--- src/rtl/core/gssa_pkg.sv ---
package gssa_pkg;

    // Default geometry of the stack area
    localparam int DEF_MAX_SLOTS   = 256;
    localparam int DEF_SLOT_PAGES  = 8;
    localparam int DEF_GUARD_PAGES = 1;
    localparam int DEF_PAGE_BYTES  = 4096;

    localparam int ADDR_W   = 64;
    localparam int REQ_W    = 2;
    localparam int STATUS_W = 2;
    localparam int SLOTNO_W = 8;
    localparam int BMAP_W   = 64;

    // Request kinds
    localparam logic [REQ_W-1:0] REQ_ALLOC = 2'd0;
    localparam logic [REQ_W-1:0] REQ_FREE  = 2'd1;
    localparam logic [REQ_W-1:0] REQ_QUERY = 2'd2;

    // Result status codes
    localparam logic [STATUS_W-1:0] ST_OK      = 2'd0;
    localparam logic [STATUS_W-1:0] ST_NOFREE  = 2'd1;
    localparam logic [STATUS_W-1:0] ST_OUTSIDE = 2'd2;

    typedef struct packed {
        logic load;
        logic sub;
        logic cmp;
        logic div_step;
        logic slot_rd;
        logic slot_upd;
        logic scan_chk;
        logic mul;
        logic add;
        logic out_load;
    } t_dp_cmd;

    typedef struct packed {
        logic in_area;
        logic div_last;
        logic found;
        logic scan_last;
        logic out_free;
    } t_dp_sts;

endpackage

--- src/rtl/core/gssa_ram.sv ---
module gssa_ram #(
    parameter int WIDTH = 64,
    parameter int DEPTH = 4
) (
    input  logic                                   i_clk,
    input  logic                                   i_we,
    input  logic [(DEPTH > 1 ? $clog2(DEPTH) : 1)-1:0] i_waddr,
    input  logic [WIDTH-1:0]                       i_wdata,
    input  logic [(DEPTH > 1 ? $clog2(DEPTH) : 1)-1:0] i_raddr,
    output logic [WIDTH-1:0]                       o_rdata
);

    logic [WIDTH-1:0] r_mem [DEPTH];
    logic [WIDTH-1:0] r_rdata;

    always_ff @(posedge i_clk) begin
        if (i_we) begin
            r_mem[i_waddr] <= i_wdata;
        end
        r_rdata <= r_mem[i_raddr];
    end

    assign o_rdata = r_rdata;

endmodule

--- src/rtl/core/gssa_datapath.sv ---
module gssa_datapath #(
    parameter int MAX_SLOTS   = gssa_pkg::DEF_MAX_SLOTS,
    parameter int SLOT_PAGES  = gssa_pkg::DEF_SLOT_PAGES,
    parameter int GUARD_PAGES = gssa_pkg::DEF_GUARD_PAGES,
    parameter int PAGE_BYTES  = gssa_pkg::DEF_PAGE_BYTES
) (
    input  logic                              i_clk,
    input  logic                              i_rst_n,
    input  gssa_pkg::t_dp_cmd                 i_cmd,
    output gssa_pkg::t_dp_sts                 o_sts,
    input  logic                              i_cfg_we,
    input  logic [gssa_pkg::ADDR_W-1:0]       i_cfg_wdata,
    input  logic [gssa_pkg::REQ_W-1:0]        i_req,
    input  logic [gssa_pkg::ADDR_W-1:0]       i_addr,
    input  logic                              i_out_ready,
    output logic                              o_out_valid,
    output logic [gssa_pkg::STATUS_W-1:0]     o_status,
    output logic [gssa_pkg::ADDR_W-1:0]       o_base,
    output logic [gssa_pkg::SLOTNO_W-1:0]     o_slot,
    output logic                              o_hit
);

    localparam int BW         = gssa_pkg::BMAP_W;
    localparam int WORD_COUNT = (MAX_SLOTS + BW - 1) / BW;
    localparam int WW         = (WORD_COUNT > 1) ? $clog2(WORD_COUNT) : 1;
    localparam int BIT_W      = $clog2(BW);
    localparam int SW         = $clog2(MAX_SLOTS);
    localparam int STEP_W     = 2;
    localparam logic [63:0] SLOT_BYTES  = 64'(SLOT_PAGES) * 64'(PAGE_BYTES);
    localparam logic [63:0] GUARD_BYTES = 64'(GUARD_PAGES) * 64'(PAGE_BYTES);
    localparam logic [63:0] AREA_BYTES  = 64'(MAX_SLOTS) * SLOT_BYTES;
    localparam int AW         = $clog2(AREA_BYTES) + 1;
    // Reciprocal of the slot size scaled by 2^AW
    localparam logic [63:0] RECIP = (64'(1) << AW) / SLOT_BYTES;
    localparam int RW         = $clog2(RECIP + 64'd1);
    localparam int PW         = AW + RW;
    localparam int LAST_BITS  = MAX_SLOTS - (WORD_COUNT - 1) * BW;
    localparam logic [BW-1:0] PAD_MASK =
        (LAST_BITS == BW) ? '0 : ~((BW'(1) << LAST_BITS) - BW'(1));
    localparam logic [WW-1:0] LAST_WORD = WW'(WORD_COUNT - 1);

    logic [gssa_pkg::ADDR_W-1:0]   r_area;
    logic [gssa_pkg::REQ_W-1:0]    r_req;
    logic [gssa_pkg::ADDR_W-1:0]   r_addr;
    logic [gssa_pkg::ADDR_W-1:0]   r_off;
    logic                          r_ge;
    logic [AW-1:0]                 r_rem;
    logic [STEP_W-1:0]             r_step;
    logic [SW-1:0]                 r_idx;
    logic [WW-1:0]                 r_word;
    logic [gssa_pkg::ADDR_W-1:0]   r_prod;
    logic [gssa_pkg::STATUS_W-1:0] r_status;
    logic [gssa_pkg::ADDR_W-1:0]   r_base;
    logic                          r_hit;
    logic [WORD_COUNT-1:0]         r_wvalid;
    logic                          r_rd_vld;
    logic                          r_ovalid;
    logic [gssa_pkg::STATUS_W-1:0] r_ostatus;
    logic [gssa_pkg::ADDR_W-1:0]   r_obase;
    logic [gssa_pkg::SLOTNO_W-1:0] r_oslot;
    logic                          r_ohit;

    logic [gssa_pkg::ADDR_W:0]     w_diff;
    logic                          w_inside;
    logic [PW-1:0]                 w_qprod;
    logic [AW-1:0]                 w_qd;
    logic [BW-1:0]                 w_rd_data;
    logic [BW-1:0]                 w_rd_eff;
    logic [BW-1:0]                 w_srch;
    logic                          w_found;
    logic [BIT_W-1:0]              w_bit;
    logic [BIT_W-1:0]              w_sbit;
    logic [WW-1:0]                 w_sword;
    logic [WW-1:0]                 w_raddr;
    logic                          w_we;
    logic [WW-1:0]                 w_waddr;
    logic [BW-1:0]                 w_wdata;

    assign w_diff   = {1'b0, r_addr} - {1'b0, r_area};
    assign w_inside = r_ge && (r_off < AREA_BYTES);
    assign w_qprod  = PW'(r_rem) * PW'(RECIP);
    assign w_qd     = AW'(r_idx) * AW'(SLOT_BYTES);
    assign w_sbit   = r_idx[BIT_W-1:0];
    assign w_sword  = WW'(r_idx >> BIT_W);
    assign w_raddr  = i_cmd.slot_rd ? w_sword : r_word;
    assign w_rd_eff = r_rd_vld ? w_rd_data : '0;
    // Slots past the end of a partial last word count as taken
    assign w_srch   = w_rd_eff | ((r_word == LAST_WORD) ? PAD_MASK : '0);

    always_comb begin
        w_found = 1'b0;
        w_bit   = '0;
        for (int i = BW - 1; i >= 0; i--) begin
            if (!w_srch[i]) begin
                w_found = 1'b1;
                w_bit   = BIT_W'(i);
            end
        end
    end

    assign w_we    = (i_cmd.scan_chk && w_found) ||
                     (i_cmd.slot_upd && (r_req == gssa_pkg::REQ_FREE));
    assign w_waddr = i_cmd.slot_upd ? w_sword : r_word;
    assign w_wdata = i_cmd.slot_upd ? (w_rd_eff & ~(BW'(1) << w_sbit))
                                    : (w_rd_eff | (BW'(1) << w_bit));

    gssa_ram #(
        .WIDTH(BW),
        .DEPTH(WORD_COUNT)
    ) u_bmap (
        .i_clk  (i_clk),
        .i_we   (w_we),
        .i_waddr(w_waddr),
        .i_wdata(w_wdata),
        .i_raddr(w_raddr),
        .o_rdata(w_rd_data)
    );

    always_ff @(posedge i_clk) begin
        if (!i_rst_n) begin
            r_area   <= '0;
            r_wvalid <= '0;
            r_rd_vld <= 1'b0;
            r_ovalid <= 1'b0;
        end else begin
            if (i_cfg_we) begin
                r_area <= i_cfg_wdata;
            end
            if (w_we) begin
                r_wvalid[w_waddr] <= 1'b1;
            end
            r_rd_vld <= r_wvalid[w_raddr];
            if (i_cmd.out_load) begin
                r_ovalid <= 1'b1;
            end else if (i_out_ready) begin
                r_ovalid <= 1'b0;
            end
        end
    end

    always_ff @(posedge i_clk) begin
        if (i_cmd.load) begin
            r_req    <= i_req;
            r_addr   <= i_addr;
            r_status <= gssa_pkg::ST_OK;
            r_base   <= '0;
            r_idx    <= '0;
            r_hit    <= 1'b0;
            r_word   <= '0;
        end
        if (i_cmd.sub) begin
            r_off <= w_diff[gssa_pkg::ADDR_W-1:0];
            r_ge  <= !w_diff[gssa_pkg::ADDR_W];
        end
        if (i_cmd.cmp) begin
            if (!w_inside) begin
                r_status <= gssa_pkg::ST_OUTSIDE;
            end
            r_rem  <= AW'(r_off);
            r_idx  <= '0;
            r_step <= STEP_W'(2);
        end
        // Slot division by reciprocal multiply: estimate, remainder, then one correction
        if (i_cmd.div_step) begin
            if (r_step == STEP_W'(2)) begin
                r_idx <= w_qprod[AW +: SW];
            end else if (r_step == STEP_W'(1)) begin
                r_rem <= r_rem - w_qd;
            end else if (r_rem >= AW'(SLOT_BYTES)) begin
                // the estimate can fall one short
                r_rem <= r_rem - AW'(SLOT_BYTES);
                r_idx <= r_idx + SW'(1);
            end
            r_step <= r_step - STEP_W'(1);
        end
        if (i_cmd.slot_upd && (r_req == gssa_pkg::REQ_QUERY)) begin
            r_hit <= (r_rem < AW'(GUARD_BYTES)) && w_rd_eff[w_sbit];
        end
        if (i_cmd.scan_chk) begin
            if (w_found) begin
                r_idx <= SW'({r_word, w_bit});
            end else if (r_word == LAST_WORD) begin
                r_status <= gssa_pkg::ST_NOFREE;
            end else begin
                r_word <= r_word + WW'(1);
            end
        end
        if (i_cmd.mul) begin
            r_prod <= 64'(w_qd) + GUARD_BYTES;
        end
        if (i_cmd.add) begin
            r_base <= r_area + r_prod;
        end
        if (i_cmd.out_load) begin
            r_ostatus <= r_status;
            r_obase   <= r_base;
            r_oslot   <= gssa_pkg::SLOTNO_W'(r_idx);
            r_ohit    <= r_hit;
        end
    end

    assign o_sts.in_area   = w_inside;
    assign o_sts.div_last  = (r_step == '0);
    assign o_sts.found     = w_found;
    assign o_sts.scan_last = (r_word == LAST_WORD);
    assign o_sts.out_free  = !r_ovalid || i_out_ready;

    assign o_out_valid = r_ovalid;
    assign o_status    = r_ostatus;
    assign o_base      = r_obase;
    assign o_slot      = r_oslot;
    assign o_hit       = r_ohit;

    a_alloc_marks_word: assert property (@(posedge i_clk) disable iff (!i_rst_n)
        (i_cmd.scan_chk && w_found) |=> r_wvalid[$past(r_word)])
        else $error("allocated bitmap word not marked written");

    a_hit_only_ok: assert property (@(posedge i_clk) disable iff (!i_rst_n)
        (r_ovalid && r_ohit) |-> (r_ostatus == gssa_pkg::ST_OK))
        else $error("guard hit reported with error status");

    a_error_zero: assert property (@(posedge i_clk) disable iff (!i_rst_n)
        (r_ovalid && (r_ostatus != gssa_pkg::ST_OK)) |-> (r_obase == '0 && r_oslot == '0))
        else $error("error result carries a base or slot");

    a_outside_status: assert property (@(posedge i_clk) disable iff (!i_rst_n)
        (i_cmd.cmp && !w_inside) |=> (r_status == gssa_pkg::ST_OUTSIDE))
        else $error("outside address not flagged");

endmodule

--- src/rtl/core/gssa_ctrl.sv ---
module gssa_ctrl (
    input  logic                       i_clk,
    input  logic                       i_rst_n,
    input  logic                       i_in_valid,
    output logic                       o_in_ready,
    input  logic [gssa_pkg::REQ_W-1:0] i_req,
    input  gssa_pkg::t_dp_sts          i_sts,
    output gssa_pkg::t_dp_cmd          o_cmd
);

    localparam logic [3:0] S_IDLE = 4'd0;
    localparam logic [3:0] S_SUB  = 4'd1;
    localparam logic [3:0] S_CMP  = 4'd2;
    localparam logic [3:0] S_DIV  = 4'd3;
    localparam logic [3:0] S_SRD  = 4'd4;
    localparam logic [3:0] S_SUPD = 4'd5;
    localparam logic [3:0] S_ARD  = 4'd6;
    localparam logic [3:0] S_ACHK = 4'd7;
    localparam logic [3:0] S_MUL  = 4'd8;
    localparam logic [3:0] S_ADD  = 4'd9;
    localparam logic [3:0] S_DONE = 4'd10;

    logic [3:0] r_state;
    logic [3:0] n_state;

    assign o_in_ready = (r_state == S_IDLE);

    always_comb begin
        n_state = r_state;
        o_cmd   = '0;
        case (r_state)
            S_IDLE: begin
                if (i_in_valid) begin
                    o_cmd.load = 1'b1;
                    case (i_req)
                        gssa_pkg::REQ_ALLOC: n_state = S_ARD;
                        gssa_pkg::REQ_FREE,
                        gssa_pkg::REQ_QUERY: n_state = S_SUB;
                        default:             n_state = S_DONE;
                    endcase
                end
            end
            S_SUB: begin
                o_cmd.sub = 1'b1;
                n_state   = S_CMP;
            end
            S_CMP: begin
                o_cmd.cmp = 1'b1;
                n_state   = i_sts.in_area ? S_DIV : S_DONE;
            end
            S_DIV: begin
                o_cmd.div_step = 1'b1;
                if (i_sts.div_last) begin
                    n_state = S_SRD;
                end
            end
            S_SRD: begin
                o_cmd.slot_rd = 1'b1;
                n_state       = S_SUPD;
            end
            S_SUPD: begin
                o_cmd.slot_upd = 1'b1;
                n_state        = S_DONE;
            end
            S_ARD: begin
                n_state = S_ACHK;
            end
            S_ACHK: begin
                o_cmd.scan_chk = 1'b1;
                if (i_sts.found) begin
                    n_state = S_MUL;
                end else if (i_sts.scan_last) begin
                    n_state = S_DONE;
                end else begin
                    n_state = S_ARD;
                end
            end
            S_MUL: begin
                o_cmd.mul = 1'b1;
                n_state   = S_ADD;
            end
            S_ADD: begin
                o_cmd.add = 1'b1;
                n_state   = S_DONE;
            end
            S_DONE: begin
                // Hold until the output register can take the result
                if (i_sts.out_free) begin
                    o_cmd.out_load = 1'b1;
                    n_state        = S_IDLE;
                end
            end
            default: begin
                n_state = S_IDLE;
            end
        endcase
    end

    always_ff @(posedge i_clk) begin
        if (!i_rst_n) begin
            r_state <= S_IDLE;
        end else begin
            r_state <= n_state;
        end
    end

endmodule

--- src/rtl/core/guarded_stack_slot_allocator_unit.sv ---
// Allocate scans the bitmap word by word for a free slot, then forms the slot base; free
//   and guard query divide the area offset by the slot size with a reciprocal multiply
//   (an address outside the area ends early); an unused request type goes straight to the result.
// Throughput: one request in flight; a new request is taken as soon as the result is
//   registered, even while that result still waits on m_axis_tready.
// Reset (synchronous, active low) clears the slot bitmap (per-word valid bits) and area_base.
module guarded_stack_slot_allocator_unit #(
    parameter int MAX_SLOTS   = gssa_pkg::DEF_MAX_SLOTS,
    parameter int SLOT_PAGES  = gssa_pkg::DEF_SLOT_PAGES,
    parameter int GUARD_PAGES = gssa_pkg::DEF_GUARD_PAGES,
    parameter int PAGE_BYTES  = gssa_pkg::DEF_PAGE_BYTES
) (
    input  logic        i_clk,
    input  logic        i_rst_n,
    input  logic        i_cfg_we,
    input  logic [63:0] i_cfg_wdata,    // area_base
    input  logic        s_axis_tvalid,
    output logic        s_axis_tready,
    input  logic [63:0] s_axis_tdata,   // [63:0] address
    input  logic [1:0]  s_axis_tuser,   // [1:0] req_type
    output logic        m_axis_tvalid,
    input  logic        m_axis_tready,
    output logic [79:0] m_axis_tdata,   // [63:0] stack_base, [71:64] slot_number,
                                        // [72] guard_hit, [79:73] zero
    output logic [1:0]  m_axis_tuser    // [1:0] status
);

    gssa_pkg::t_dp_cmd w_cmd;
    gssa_pkg::t_dp_sts w_sts;

    logic [gssa_pkg::ADDR_W-1:0]   w_base;
    logic [gssa_pkg::SLOTNO_W-1:0] w_slot;
    logic                          w_hit;

    gssa_ctrl u_ctrl (
        .i_clk     (i_clk),
        .i_rst_n   (i_rst_n),
        .i_in_valid(s_axis_tvalid),
        .o_in_ready(s_axis_tready),
        .i_req     (s_axis_tuser),
        .i_sts     (w_sts),
        .o_cmd     (w_cmd)
    );

    gssa_datapath #(
        .MAX_SLOTS  (MAX_SLOTS),
        .SLOT_PAGES (SLOT_PAGES),
        .GUARD_PAGES(GUARD_PAGES),
        .PAGE_BYTES (PAGE_BYTES)
    ) u_dp (
        .i_clk      (i_clk),
        .i_rst_n    (i_rst_n),
        .i_cmd      (w_cmd),
        .o_sts      (w_sts),
        .i_cfg_we   (i_cfg_we),
        .i_cfg_wdata(i_cfg_wdata),
        .i_req      (s_axis_tuser),
        .i_addr     (s_axis_tdata),
        .i_out_ready(m_axis_tready),
        .o_out_valid(m_axis_tvalid),
        .o_status   (m_axis_tuser),
        .o_base     (w_base),
        .o_slot     (w_slot),
        .o_hit      (w_hit)
    );

    assign m_axis_tdata = {7'd0, w_hit, w_slot, w_base};

endmodule
--- config.mk ---
export PLATFORM = sky130hd
export DESIGN_NAME = guarded_stack_slot_allocator_unit
export DESIGN_NICKNAME = d
export VERILOG_FILES = /design/src/rtl/core/gssa_pkg.sv /design/src/rtl/core/gssa_ram.sv /design/src/rtl/core/gssa_datapath.sv /design/src/rtl/core/gssa_ctrl.sv /design/src/rtl/core/guarded_stack_slot_allocator_unit.sv
export SDC_FILE = /design/constraint.sdc
export NUM_CORES = 1
export LEC_CHECK = 0
export ABC_CLOCK_PERIOD_IN_PS = 9500
export BUFFER_PORTS_ARGS = -buffer_cell sky130_fd_sc_hd__buf_4
export CORE_MARGIN = 5
export CORE_UTILIZATION = 45
export CTS_CLUSTER_SIZE = 20
export DETAILED_ROUTE_END_ITERATION = 10
export PLACE_DENSITY = 0.7
export SLEW_MARGIN = 20
export SYNTH_ARGS = -nofsm -noshare
export SYNTH_HDL_FRONTEND = slang
export SYNTH_HIERARCHICAL = 1
export SYNTH_SLANG_ARGS = --single-unit
--- constraint.sdc ---
create_clock -name i_clk -period 9.5 [get_ports i_clk]
set_clock_uncertainty 0.15 [all_clocks]
set_input_delay 1.9 -clock i_clk [delete_from_list [all_inputs] [get_ports i_clk]]
set_output_delay 1.9 -clock i_clk [all_outputs]
set_load 0.005 [all_outputs]
# Word level (Yosys, flattened, before mapping)
# Memory sizes are Yosys's and may differ from the RTL's. A register that Yosys moved wholly into a read port is not among the register bits.
# Index checks and enable logic that the tools add are counted.
# word_totals
register_bits	447
latchBits	0
ram_bits	256
rom_bits	0
inputBits	135
wordCells	274
mem_count	1
# memory_table
memory	words	word_bits	rd	rd_ports_with_merged_regs	wr	line_no	rtl
u_dp.u_bmap.r_mem	4	64	1	1	1	gssa_ram.sv:13	logic [WIDTH-1:0] r_mem [DEPTH];
# classes
add_sub_neg	8
multipliers	0
div	0
magnitude_cmp	7
eq_ne	20
shifts	2
n_mux	191
bitwise_logic	4
reduce_logical	20
# ops
operator	n
2-to-1 mux 6 bit	64
2-to-1 mux 64 bit	4
left shift 1 x 6 -> 64 bit (first input constant)	2
2-to-1 mux 24 bit	5
2-to-1 mux 1 bit	85
subtractor 64 x 64 -> 65 bit	1
adder 64 bit	1
bitwise AND 64 bit	1
less-than comparator 64 x 24 -> 1 bit (second input constant)	1
2-to-1 mux 8 bit	8
NOT 64 bit	1
OR 64 bit	1
one-hot mux 4 bit (10 select lines)	1
2-to-1 mux 2 bit	14
adder 23 x 13 -> 24 bit (second input constant)	1
greater-or-equal comparator 24 x 16 -> 1 bit (second input constant)	1
less-than comparator 24 x 13 -> 1 bit (second input constant)	1
2-to-1 mux 4 bit	6
subtractor 24 x 16 -> 24 bit (second input constant)	1
subtractor 24 x 23 -> 24 bit	1
equality test 4 x 3 -> 1 bit (second input constant)	4
equality test 4 bit (second input constant)	3
adder 8 x 1 -> 8 bit (second input constant)	1
equality test 2 bit (second input constant)	4
23 further kinds	40

# Depth between registers and ports, before layout
# depth
word_depth	69
mapped_depth	14

# Hierarchy
# Netlist, hierarchy kept.
# modules_own_cells
module	instances	cells_each	area_each_um2	seq_area_each_um2
gssa_datapath	1	1954	20826.2	9989.6
gssa_ram	1	402	10622.7	8968.6
gssa_ctrl	1	67	462.9	80.1
guarded_stack_slot_allocator_unit	1	9	63.8	0.0

# Worst setup path after synthesis
# Ideal clock, no wire load.
# synth_path
kind	input -> register
from	input port m_axis_tready
to	register u_dp.r_obase, in the netlist u_dp/o_base[0] (enable)
setup_time_ps	603
arrival_time_ps	7220
required_time_ps	8747
path_slack_ps	1527
path_stages	3
path_buffers	0
cell_sequence	nand2b_1 nand2_1 nor3_1
# synth_rtl
element	line_no	rtl
from (decl)	guarded_stack_slot_allocator_unit.sv:22	input logic m_axis_tready,
to (signal assigned)	gssa_datapath.sv:196	r_obase <= r_base;
to (decl)	gssa_datapath.sv:59	logic [gssa_pkg::ADDR_W-1:0] r_obase;

# Worst setup path in the final report
# layout_path
from	register u_dp.r_rd_vld
to	memory u_dp.u_bmap.r_mem[3][58] (data pin)
# layout_between
elab_chain_cells	68
word_cells_on_any_way	69
# layout_rtl
element	line_no	rtl
from (decl)	gssa_datapath.sv:56	logic r_rd_vld;
from (signal assigned)	gssa_datapath.sv:132	r_rd_vld <= r_wvalid[w_raddr];
2-to-1 mux 64 bit *	gssa_datapath.sv:86	assign w_rd_eff = r_rd_vld ? w_rd_data : '0;
2-to-1 mux 6 bit (64 in series)	gssa_datapath.sv:94	if (!w_srch[i]) begin
left shift 1 x 6 -> 64 bit	gssa_datapath.sv:105	: (w_rd_eff | (BW'(1) << w_bit));
OR 64 bit	gssa_datapath.sv:105	
2-to-1 mux 64 bit *	gssa_datapath.sv:104	assign w_wdata = i_cmd.slot_upd ? (w_rd_eff & ~(BW'(1) << w_sbit))
net u_dp.w_wdata[58]	gssa_datapath.sv:77	logic [BW-1:0] w_wdata;
to (decl)	gssa_ram.sv:13	
# Mark *: on every way through the listed nets, which the timed path passes. The rest lies on a longest branch.

==> metrics.txt <==
status=completed; Mapped Area=0.0320 mm2; cell taking the most area after synthesis=edfxtp_1; Final setup viols=0; Yosys cell types=94; Worst Hold Class=reg2reg; commonest non-fill, non-tap cell in the layout=edfxtp_1; Port Buf Inserts=211; worst hold path startpoint=u_dp/r_base[41]; post-synth top area share=49.6%; Worst Path Arrival=4.70 ns; # resized after CTS=0; final worst path period share=47.6%; first-pass GRT wire length=128 mm; Setup Buffers After CTS=0; critical path's largest stage delay=0.70 ns; Peak VDD IR=0.188 mV; Max Fanout on Critical Path=80; commonest cells after routing, fill and taps aside=edfxtp_1 (528), buf_4 (231), dfxtp_1 (158), nand2_1 (128), inv_1 (118); Hold Fails Final Rpt=0; Clock Root Buffer=clkbuf_16; GRT Util Overall=21.1%; largest net degree at the start of global routing=81; DRC viols=0; CP startpoint kind=register; hold endpoint=u_dp/o_base[41]; die area=0.0765 mm2; TritonCTS buffer count=70; worst r2r path cells=10; FF+latch count, synth=687; fmax=221 MHz; CP max-delay cell=o31ai_1; fraction of layout cells with a size suffix above 1=18.2%; first-pass detailed-route iteration total=6; number of global-route vias before repair=21200; Post-synth EDFFs=528; Crit. End Element=register; DP HPWL=56.3 mm; RSZ-0062 raised after global routing=no; crit-path cells=buf_4 -> o2111ai_1 -> a21oi_1 -> o211ai_1 -> a41oi_1 -> o311ai_1 -> a21oi_1 -> or2_1 -> nand2_1 -> o31ai_1; # fillers=5825; FF-to-FF setup slack=4.98 ns; fin crit period=4.52 ns; R2R Path End=u_dp/u_bmap/r_mem[3][58]; worst hold stages=0; Post-synth ARST share=0%; Final nets=2861; Pleak=12.2 nW; post-route setup slack=4.98 ns; initial antenna violation count=3; Seq/Total Area, Yosys=59.5%; Critical Path RT=9.68 ns; cell count after synthesis=2432; Core ar.=0.0703 mm2; routability cong.=0.912; Routed WL per cell=23.0 um; Pins Over Slew Limit=0; IO Pins=219; vias per cell=5.84; Std-Cell Rows=97; setup_tns=0 ns; crit-path most repeated cell=a21oi_1; Max clock buf depth=3; power density cells=240 mW/mm2; # Max-Cap Violations=0; synth warn=6; Worst Path Class, Setup=reg2reg; Rel. slew slack=29.8%; Post-CTS Hold Buffers=0; ranking of synthesized cells by area=edfxtp_1 (50%), dfxtp_1 (10%), mux4_2 (5.8%); H-tree levels=3; CTS sink cnt=687; pre-CTS setup slack=5.02 ns; post-synthesis area per instance=13.1 um2; post-route ant nets=0; initial core utilization=45.5%; Main synth FF type=edfxtp_1; GR Overflow Total=0; Routed WL=83.3 mm; Worst-path clk slew=0.06 ns; Worst-Margin Slew=1.05 ns; worst skew pair latency=0.62 ns; DRT iter0 DRCs=2252; synthesis-to-finish area growth=14.6%; CTS tree=yes; total vias in the final route=21200; die height=277 um; width of the chip=277 um; RR Startpoint=u_dp/r_rd_vld
==> logic make-up after synthesis <==
family          synth area share [%]
compound gates                  10.4
xor+xnor                        2.63
fa+ha+maj                       3.80
buf+inv                         3.36
flops                           59.5
mux                             8.80
other cells                   0.0117
simple gates                    11.4
==> report_power, final <==
group,internal [W],switching [W]
combinational,0.000807,0.00122
clock,0.00154,0.00117
sequential,0.00379,0.000262
==> worst max path at each step <==
stage,from,end,slack (ns),cells after the start
floorplan,m_axis_tready,u_dp/o_base[0],1.53,3
global placement,s_axis_tvalid,u_dp/r_base[8],5.05,3
detailed placement,s_axis_tvalid,u_dp/r_base[54],5.02,3
CTS,u_dp/r_rd_vld,u_dp/u_bmap/r_mem[1][34],5.09,10
global route,u_dp/r_rd_vld,u_dp/u_bmap/r_mem[1][42],4.67,10
finish,u_dp/r_rd_vld,u_dp/u_bmap/r_mem[3][58],4.98,10
==> critical path, delay by kind of cell (launching register included) <==
kind	cells	cell delay, ns
AOI/OAI and AO/OA	7	1.92
and+or+nand+nor	2	1.18
buffers and inverters	1	0.65
DFF	1	0.31
==> layout make-up <==
cell class,instances,area (um2),share of cell area (%)
antenna,1,2.50,0.00683
timing repair buffer,232,1760,4.81
inverter,123,462,1.26
multi-input combinational,1516,11900,32.6
clock inverter,35,328,0.895
sequential,687,19000,52.0
clock buffer,94,1940,5.30
tap,940,1180,3.21
==> through the flow <==
stage | total power (W) | std cells | instance area [um2] | hold slack (ns) | utilization (%)
detailed placement | 0.00609 | 3497 | 34300 | 0.255 | 48.9
CTS | 0.00882 | 3626 | 36600 | 0.264 | 52.1
floorplan | 0.00546 | 2438 | 32000 | 0.250 | -
global route | 0.00922 | 3627 | 36600 | 0.270 | 52.1
global placement | 0.00604 | 3497 | 34300 | 0.251 | 48.9
finish | 0.00879 | 3628 | 36600 | 0.260 | 52.1
==> flip-flops by register name, summed over array words and instances (netlist names), 4 cells and up <==
signal               cells
u_dp/r_base             64
u_dp/r_rem              12
u_dp/r_area             64
u_dp/r_idx               8
u_dp/o_slot              8
u_dp/o_base             64
u_dp/u_bmap/o_rdata     64
u_dp/u_bmap/r_mem      256
u_dp/r_off              52
u_dp/r_prod              8
u_dp/r_addr             64
u_ctrl/r_state           4
u_dp/r_wvalid            4
==> cells in the mapped netlist, types with 12 or more instances <==
library cell  instances
nand2b_1             34
nand2_1             129
a211oi_1             12
nor4_1               29
mux4_2               82
nand4_1              35
a21o_1               36
o21bai_1             17
mux2i_1              84
o31ai_1              65
o21ai_0              69
inv_1               118
clkbuf_1             62
xor2_1               17
a21oi_1              81
a21boi_0             12
o21a_1               19
ha_1                 94
nor2_1              101
dfxtp_1             159
or3_1                15
xnor2_1              79
nor3_1               40
buf_2                21
nand3_1              56
and2_1               66
edfxtp_1            528
o211ai_1             64
nor2b_1              89
or2_2                12
and3_1               15
==> metal layers <==
metal / wire, um / global-route usage, %
met2: 37000 / 32.0
met3: 7160 / 4.71
met1: 37700 / 31.2
met5: 11 / 0
met4: 1480 / 4.84
No activity file was read; power rests on OpenSTA's default activity.
